### config.mk
export PLATFORM = sky130hd
export DESIGN_NAME = vrd_cordic_cell
export DESIGN_NICKNAME = d
export VERILOG_FILES = /design/src/hw/rtl/vrd_pkg.sv /design/src/hw/rtl/vrd_cordic_cell.sv
export SDC_FILE = /design/constraint.sdc
export NUM_CORES = 1
export LEC_CHECK = 0
export BUFFER_PORTS_ARGS = -buffer_cell sky130_fd_sc_hd__buf_2
export CORE_MARGIN = 10
export CORE_UTILIZATION = 52
export DETAILED_ROUTE_END_ITERATION = 8
export PLACE_DENSITY = 0.81
export SETUP_SLACK_MARGIN = 0.1
export SLEW_MARGIN = 20
export SYNTH_ARGS = -nofsm -noshare
export SYNTH_HDL_FRONTEND = slang
export SYNTH_SLANG_ARGS = --single-unit
### constraint.sdc
create_clock -name clk -period 6.4 [get_ports clk]
set_clock_uncertainty 0.1 [all_clocks]
set_input_delay 0.64 -clock clk [delete_from_list [all_inputs] [get_ports clk]]
set_output_delay 0.64 -clock clk [all_outputs]
set_load 0.03 [all_outputs]
### src/hw/rtl/vrd_pkg.sv
// package for the vector rotation block: fixed-point constants, arctangent table, item type
// depends on nothing; used by every module of the block

package vrd_pkg;

    // default number of cordic cells
    localparam int CORDIC_STAGES_DEF = 24;
    localparam int ATAN_LEN          = 32;

    // angle constants, degrees in q16.16
    localparam logic signed [25:0] TURN_Q16  = 26'sd23592960;
    localparam logic        [24:0] HALF_Q16  = 25'd11796480;
    localparam logic signed [25:0] HALF_Q16S = 26'sd11796480;
    localparam logic signed [25:0] RIGHT_Q16 = 26'sd5898240;

    // a full turn is 45 * 2^19, so the reduction works on angle >> 19 modulo 45
    localparam int             LOW_BITS  = 19;
    localparam logic    [13:0] MOD_BIAS  = 14'd4140;   // 92 * 45, makes the high part positive
    localparam logic    [10:0] RECIP_45  = 11'd1456;   // floor(2^16 / 45), never overestimates
    localparam logic     [6:0] TURN_STEPS = 7'd45;

    // cordic start vector, gain compensated, q1.30
    localparam logic signed [31:0] GAIN_Q30 = 32'sd652032874;

    typedef struct packed {
        logic signed [31:0] x;
        logic signed [31:0] y;
        logic signed [31:0] z;      // residual angle, degrees q.24
        logic signed [31:0] cx;     // cosine, q1.30
        logic signed [31:0] sy;     // sine, q1.30
        logic               flip;   // angle was folded by 180 degrees
    } vrd_item_t;

    // atan(2^-idx) in degrees, q.24
    function automatic logic signed [31:0] atan_q24(input logic [4:0] idx);
        logic signed [31:0] v;
        case (idx)
            5'd0:    v = 32'sd754974720;
            5'd1:    v = 32'sd445687602;
            5'd2:    v = 32'sd235489088;
            5'd3:    v = 32'sd119537938;
            5'd4:    v = 32'sd60000934;
            5'd5:    v = 32'sd30029717;
            5'd6:    v = 32'sd15018523;
            5'd7:    v = 32'sd7509720;
            5'd8:    v = 32'sd3754917;
            5'd9:    v = 32'sd1877466;
            5'd10:   v = 32'sd938734;
            5'd11:   v = 32'sd469367;
            5'd12:   v = 32'sd234684;
            5'd13:   v = 32'sd117342;
            5'd14:   v = 32'sd58671;
            5'd15:   v = 32'sd29335;
            5'd16:   v = 32'sd14668;
            5'd17:   v = 32'sd7334;
            5'd18:   v = 32'sd3667;
            5'd19:   v = 32'sd1833;
            5'd20:   v = 32'sd917;
            5'd21:   v = 32'sd458;
            5'd22:   v = 32'sd229;
            5'd23:   v = 32'sd115;
            5'd24:   v = 32'sd57;
            5'd25:   v = 32'sd29;
            5'd26:   v = 32'sd14;
            5'd27:   v = 32'sd7;
            5'd28:   v = 32'sd4;
            5'd29:   v = 32'sd2;
            5'd30:   v = 32'sd1;
            default: v = 32'sd0;
        endcase
        return v;
    endfunction

endpackage

### src/hw/rtl/vrd_cordic_cell.sv
// one rotation-mode cordic cell: a micro-rotation by atan(2^-STAGE) and a pipeline register
// depends on vrd_pkg

module vrd_cordic_cell #(
    parameter int STAGE = 0
) (
    input  logic               clk,
    input  logic               rst_n,
    input  logic               up_valid,
    output logic               up_ready,
    input  vrd_pkg::vrd_item_t up_item,
    output logic               dn_valid,
    input  logic               dn_ready,
    output vrd_pkg::vrd_item_t dn_item
);

    logic               valid_reg;
    vrd_pkg::vrd_item_t item_reg;
    vrd_pkg::vrd_item_t item_next;
    logic signed [31:0] dx;
    logic signed [31:0] dy;
    logic signed [31:0] step;

    assign up_ready = !valid_reg || dn_ready;
    assign dn_valid = valid_reg;
    assign dn_item  = item_reg;

    always_comb
    begin
        dx        = up_item.sy >>> STAGE;
        dy        = up_item.cx >>> STAGE;
        step      = vrd_pkg::atan_q24(5'(STAGE));
        item_next = up_item;
        if (!up_item.z[31])
        begin
            item_next.cx = up_item.cx - dx;
            item_next.sy = up_item.sy + dy;
            item_next.z  = up_item.z - step;
        end
        else
        begin
            item_next.cx = up_item.cx + dx;
            item_next.sy = up_item.sy - dy;
            item_next.z  = up_item.z + step;
        end
    end

    always_ff @(posedge clk or negedge rst_n)
    begin
        if (!rst_n)
        begin
            valid_reg <= 1'b0;
        end
        else if (up_ready)
        begin
            valid_reg <= up_valid;
        end
    end

    always_ff @(posedge clk)
    begin
        if (up_valid && up_ready)
        begin
            item_reg <= item_next;
        end
    end

endmodule

### Yosys cells after proc, flatten, opt, wreduce, memory -nomap -nowiden

Cells that the tools add are included.

| word-level totals | value |
|---|---|
| register bits after elaboration | 162 |
| input bits | 165 |

| operators by class | value |
|---|---|
| $add $sub $neg | 5 |
| muxes and demuxes | 1 |
| reduce and logical (&&, ||, !) cells | 3 |

Operators by type and width:

| operator | number |
|---|---|
| two-way mux 96 bit | 1 |
| subtractor 32 bit | 2 |
| adder 32 x 31 -> 32 bit, second input constant | 1 |
| adder 32 bit | 1 |
| subtractor 32 x 31 -> 32 bit, second input constant | 1 |
| logical AND 1 bit | 1 |
| logical NOT 1 bit | 1 |
| logical OR 1 bit | 1 |

### Longest topological paths before layout

| logic depth | value |
|---|---|
| depth after elaboration | 3 |
| depth in mapped cells | 12 |
| mapped depth without buffers | 12 |

### Worst setup path before layout

No wires, ideal clock.

| path | value |
|---|---|
| path type | input port to flip-flop |
| start point | in dn_ready |
| end point | reg item_reg, in the netlist dn_item[0], enable pin |
| setup time | 0.538 ns |
| arrival | 4.678 ns |
| required time | 5.762 ns |
| setup slack | 1.083 ns |
| stages | 2 |
| buffers on the path | 0 |
| cells stage by stage | nand2b_1 -> and2_1 |

| on the way | value |
|---|---|
| word-level cells in the longest chain between the ends | 2 |

RTL lines:

| what | line | source |
|---|---|---|
| from (decl) | vrd_cordic_cell.sv:13 | `input logic dn_ready,` |
| logical OR 1 bit | vrd_cordic_cell.sv:24 | `assign up_ready = !valid_reg \|\| dn_ready;` |
| logical AND 1 bit | vrd_cordic_cell.sv:62 | `if (up_valid && up_ready)` |
| to (signal assigned) | vrd_cordic_cell.sv:64 | `item_reg <= item_next;` |
| to (decl) | vrd_cordic_cell.sv:18 | `vrd_pkg::vrd_item_t item_reg;` |

Every way passes these cells.
A chain may end at the register's enable or synchronous reset.

==> results by group <==
Die
  • Starting Density: 0.534
  • Core Region: 19700 sq um
  • Die ar.: 26200 sq um
  • Die X-Extent: 162 um
  • Vert. Die Dim: 162 um
  • Cell Rows: 51
  • # IOs: 328

Yosys
  • Cell Area, Synth: 10500 sq um
  • Register area share after synthesis: 0.461
  • Mean Syn Cell Area: 10.4 sq um
  • Syn nets: 1279
  • Post-synth EDFFs: 160
  • Yosys reg bits: 161
  • Ys Warns: 0
  • Top FF cell, synth: edfxtp_1
  • Post-Synthesis Cells: 1010
  • Ys async rst share: 0.00621
  • Synth cell types: 73

Clocking
  • H-tree lvl count: 4
  • Clk root buf: clkbuf_16
  • TritonCTS clock tree: yes
  • # clock sinks: 161
  • Worst skew pair latency: 0.42 ns
  • PostCTS Resize Cnt: 0
  • Worst-case clock buffer depth: 2
  • Inserted Clock Buffers: 17
  • Reg clk slew, reported paths: 0.07 ns

Global route
  • Grt total ovfl: 0
  • Total Routing Usage GR: 0.255
  • Vias in the first global route: 9002
  • Global-route wire length before repair: 52300 um
  • Largest net degree at the start of global routing: 89
  • Antenna violations before repair: 9

Timing
  • Fin crit period: 3.54 ns
  • Slew Viols, Final: 0
  • RSZ-0062 raised after global routing: false
  • Hold WS: 0.286 ns
  • F_max: 283 MHz
  • Post-route setup TNS: 0 ns
  • Worst slew margin: 0.359
  • Final Hold Fails: 0
  • Endpoints failing setup: 0
  • Worst-margin pin slew: 0.962 ns
  • Period utilisation layout: 0.552

Min path
  • Worst min path class: in -> reg
  • Worst hold path depth: 1

Critical path
  • Crit path launch type: primary input
  • Crit Path Max Fanout: 12
  • Critical Path RT: 6.47 ns
  • R2R setup slack: 3.94 ns
  • CP arrival: 3.61 ns
  • Crit Path Category: in -> reg
  • Reg2Reg Depth: 3
  • CP endpoint kind: flip-flop

Routing
  • Routed Antenna Nets: 0
  • Initial DRC count: 966
  • Routed wire length: 34800 um
  • Initial DRT Pass Iterations: 6
  • Detail-routed via count per cell: 5.72
  • Via count: 9166
  • WL per Instance: 21.7 um
  • Residual DRC: 0

Layout
  • Fill cell count: 1604
  • Synth-to-Final Area Change: 22.8%
  • Share of post-route cells with drive strength above 1: 0.288
  • Most frequent cells in the layout: 327 x buf_2, 160 x edfxtp_1, 100 x ha_1
  • Design area: 12900 sq um
  • Most common cell after layout, fill and taps aside: buf_2
  • Final net count: 1584

Place
  • Area after DPL: 12300 sq um
  • GP Congestion: 0.979
  • Post-DP HPWL: 28100 um
  • Port bufs: 327

Power and ir drop
  • Pleak: 0.00571 uW
  • PwrDens: 253 nW/um^2
  • Power Total: 3260 uW
  • Max rail drop VDD: 160 uV

Run status
  • Status: finished clean

Run
  • Max cap viols: 0
## cell usage after synthesis (3+ instances only)
master | instances | area share
nand2b_1 | 6 | 0.0036
nand2_1 | 58 | 0.021
nand3_1 | 9 | 0.0043
o21ai_0 | 60 | 0.029
or4_1 | 3 | 0.0021
or2_2 | 3 | 0.0018
o211ai_1 | 10 | 0.0072
and3_1 | 5 | 0.0030
a31oi_1 | 10 | 0.0060
o211a_1 | 4 | 0.0038
and2_1 | 5 | 0.0030
clkbuf_1 | 24 | 0.0086
ha_1 | 100 | 0.12
o41ai_1 | 3 | 0.0025
a21o_1 | 15 | 0.011
a211oi_1 | 10 | 0.0072
o31a_1 | 5 | 0.0042
mux2i_1 | 15 | 0.014
nor2b_1 | 15 | 0.0089
o31ai_1 | 11 | 0.0079
o221ai_1 | 3 | 0.0025
buf_2 | 10 | 0.0048
edfxtp_1 | 160 | 0.46
or3_1 | 6 | 0.0036
o311a_1 | 3 | 0.0029
inv_1 | 91 | 0.033
fa_1 | 4 | 0.0076
a21oi_1 | 96 | 0.046
xor2_1 | 9 | 0.0075
nor2_1 | 85 | 0.030
o21bai_1 | 14 | 0.010
buf_4 | 4 | 0.0029
xnor2_1 | 58 | 0.048
nor3_1 | 16 | 0.0076
buf_1 | 5 | 0.0018
nand4_1 | 8 | 0.0048
a221oi_1 | 3 | 0.0025
nor3b_1 | 3 | 0.0021
o311ai_0 | 4 | 0.0033
a2111oi_0 | 5 | 0.0042
o21a_1 | 11 | 0.0079
## where the power goes
group,total [uW],switching [uW],leakage (uW),internal (uW)
Combinational,954,641,0.00390,313
Sequential,1310,23.9,0.00153,1280
Clock,996,476,0.000273,520
## per-layer routing
metal / vias to the layer above / GRT usage / routed length, um
li1: 4279 / - / -
met2: 498 / 0.426 / 17300
met3: 57 / 0.0490 / 2810
met4: 0 / 0.101 / 923
met1: 4332 / 0.319 / 13700
met5: - / 0 / 0
## sequential cells by signal, summed over array words and instances (netlist names)
register  flops
dn_item     160
dn_valid      1
## through the flow
step | cells | util | worst slack [ns]
floorplan | 1010 | - | 1.08
global placement | 1560 | 0.624 | 2.59
detailed placement | 1560 | 0.624 | 2.48
CTS | 1593 | 0.654 | 2.94
global route | 1602 | 0.655 | 2.66
finish | 1602 | 0.655 | 2.86
## path summary, 6_finish.rpt
| check | start | to |
|---|---|---|
| setup / recovery | up_item[3] | dn_item[29] |
| hold reg to reg | dn_valid | dn_valid |
| hold / removal | up_item[139] | dn_item[139] |
| min in group asynchronous | rst_n | dn_valid |
| max in group asynchronous | rst_n | dn_valid |
| setup reg to reg | dn_valid | dn_item[152] |
## final cells by class
| type | instances | area [sq um] | area share |
|---|---|---|---|
| multi-input cells | 711 | 5100 | 0.396 |
| repair buffers | 331 | 1670 | 0.130 |
| well taps | 265 | 332 | 0.0258 |
| clock inverters | 14 | 146 | 0.0114 |
| clock buffers | 18 | 429 | 0.0333 |
| inverters | 93 | 349 | 0.0271 |
| diodes | 9 | 22.5 | 0.00175 |
| flip-flops and latches | 161 | 4830 | 0.375 |
## timing repair
action,4_1_cts,5_1_grt
hold endpoints to repair,1,0
buffers inserted,0,0
hold buffers,1,0
## critical path, stage by stage
cell and delay (ns):
buf_2 0.10, inv_1 0.04, ha_1 0.44, nor2b_1 0.22
o31ai_1 0.45, a32o_1 0.30, o21ai_0 0.24, a31o_2 0.37
a211oi_1 0.40, o311ai_0 0.22, xnor2_1 0.19
## cells by family (layout without fill, tap and decap cells)
kind of cell,Yosys count,count (layout),synth area share
DFF,161,161,0.461
and+or+nand+nor,230,230,0.104
AOI/OAI and AO/OA,295,295,0.185
xor gates and xnor gates,67,67,0.0560
muxes,15,15,0.0143
other,0,9,0
buffers and inverters,138,456,0.0535
adders and majority gates,104,104,0.127
No activity file was read; power rests on OpenSTA's default activity.
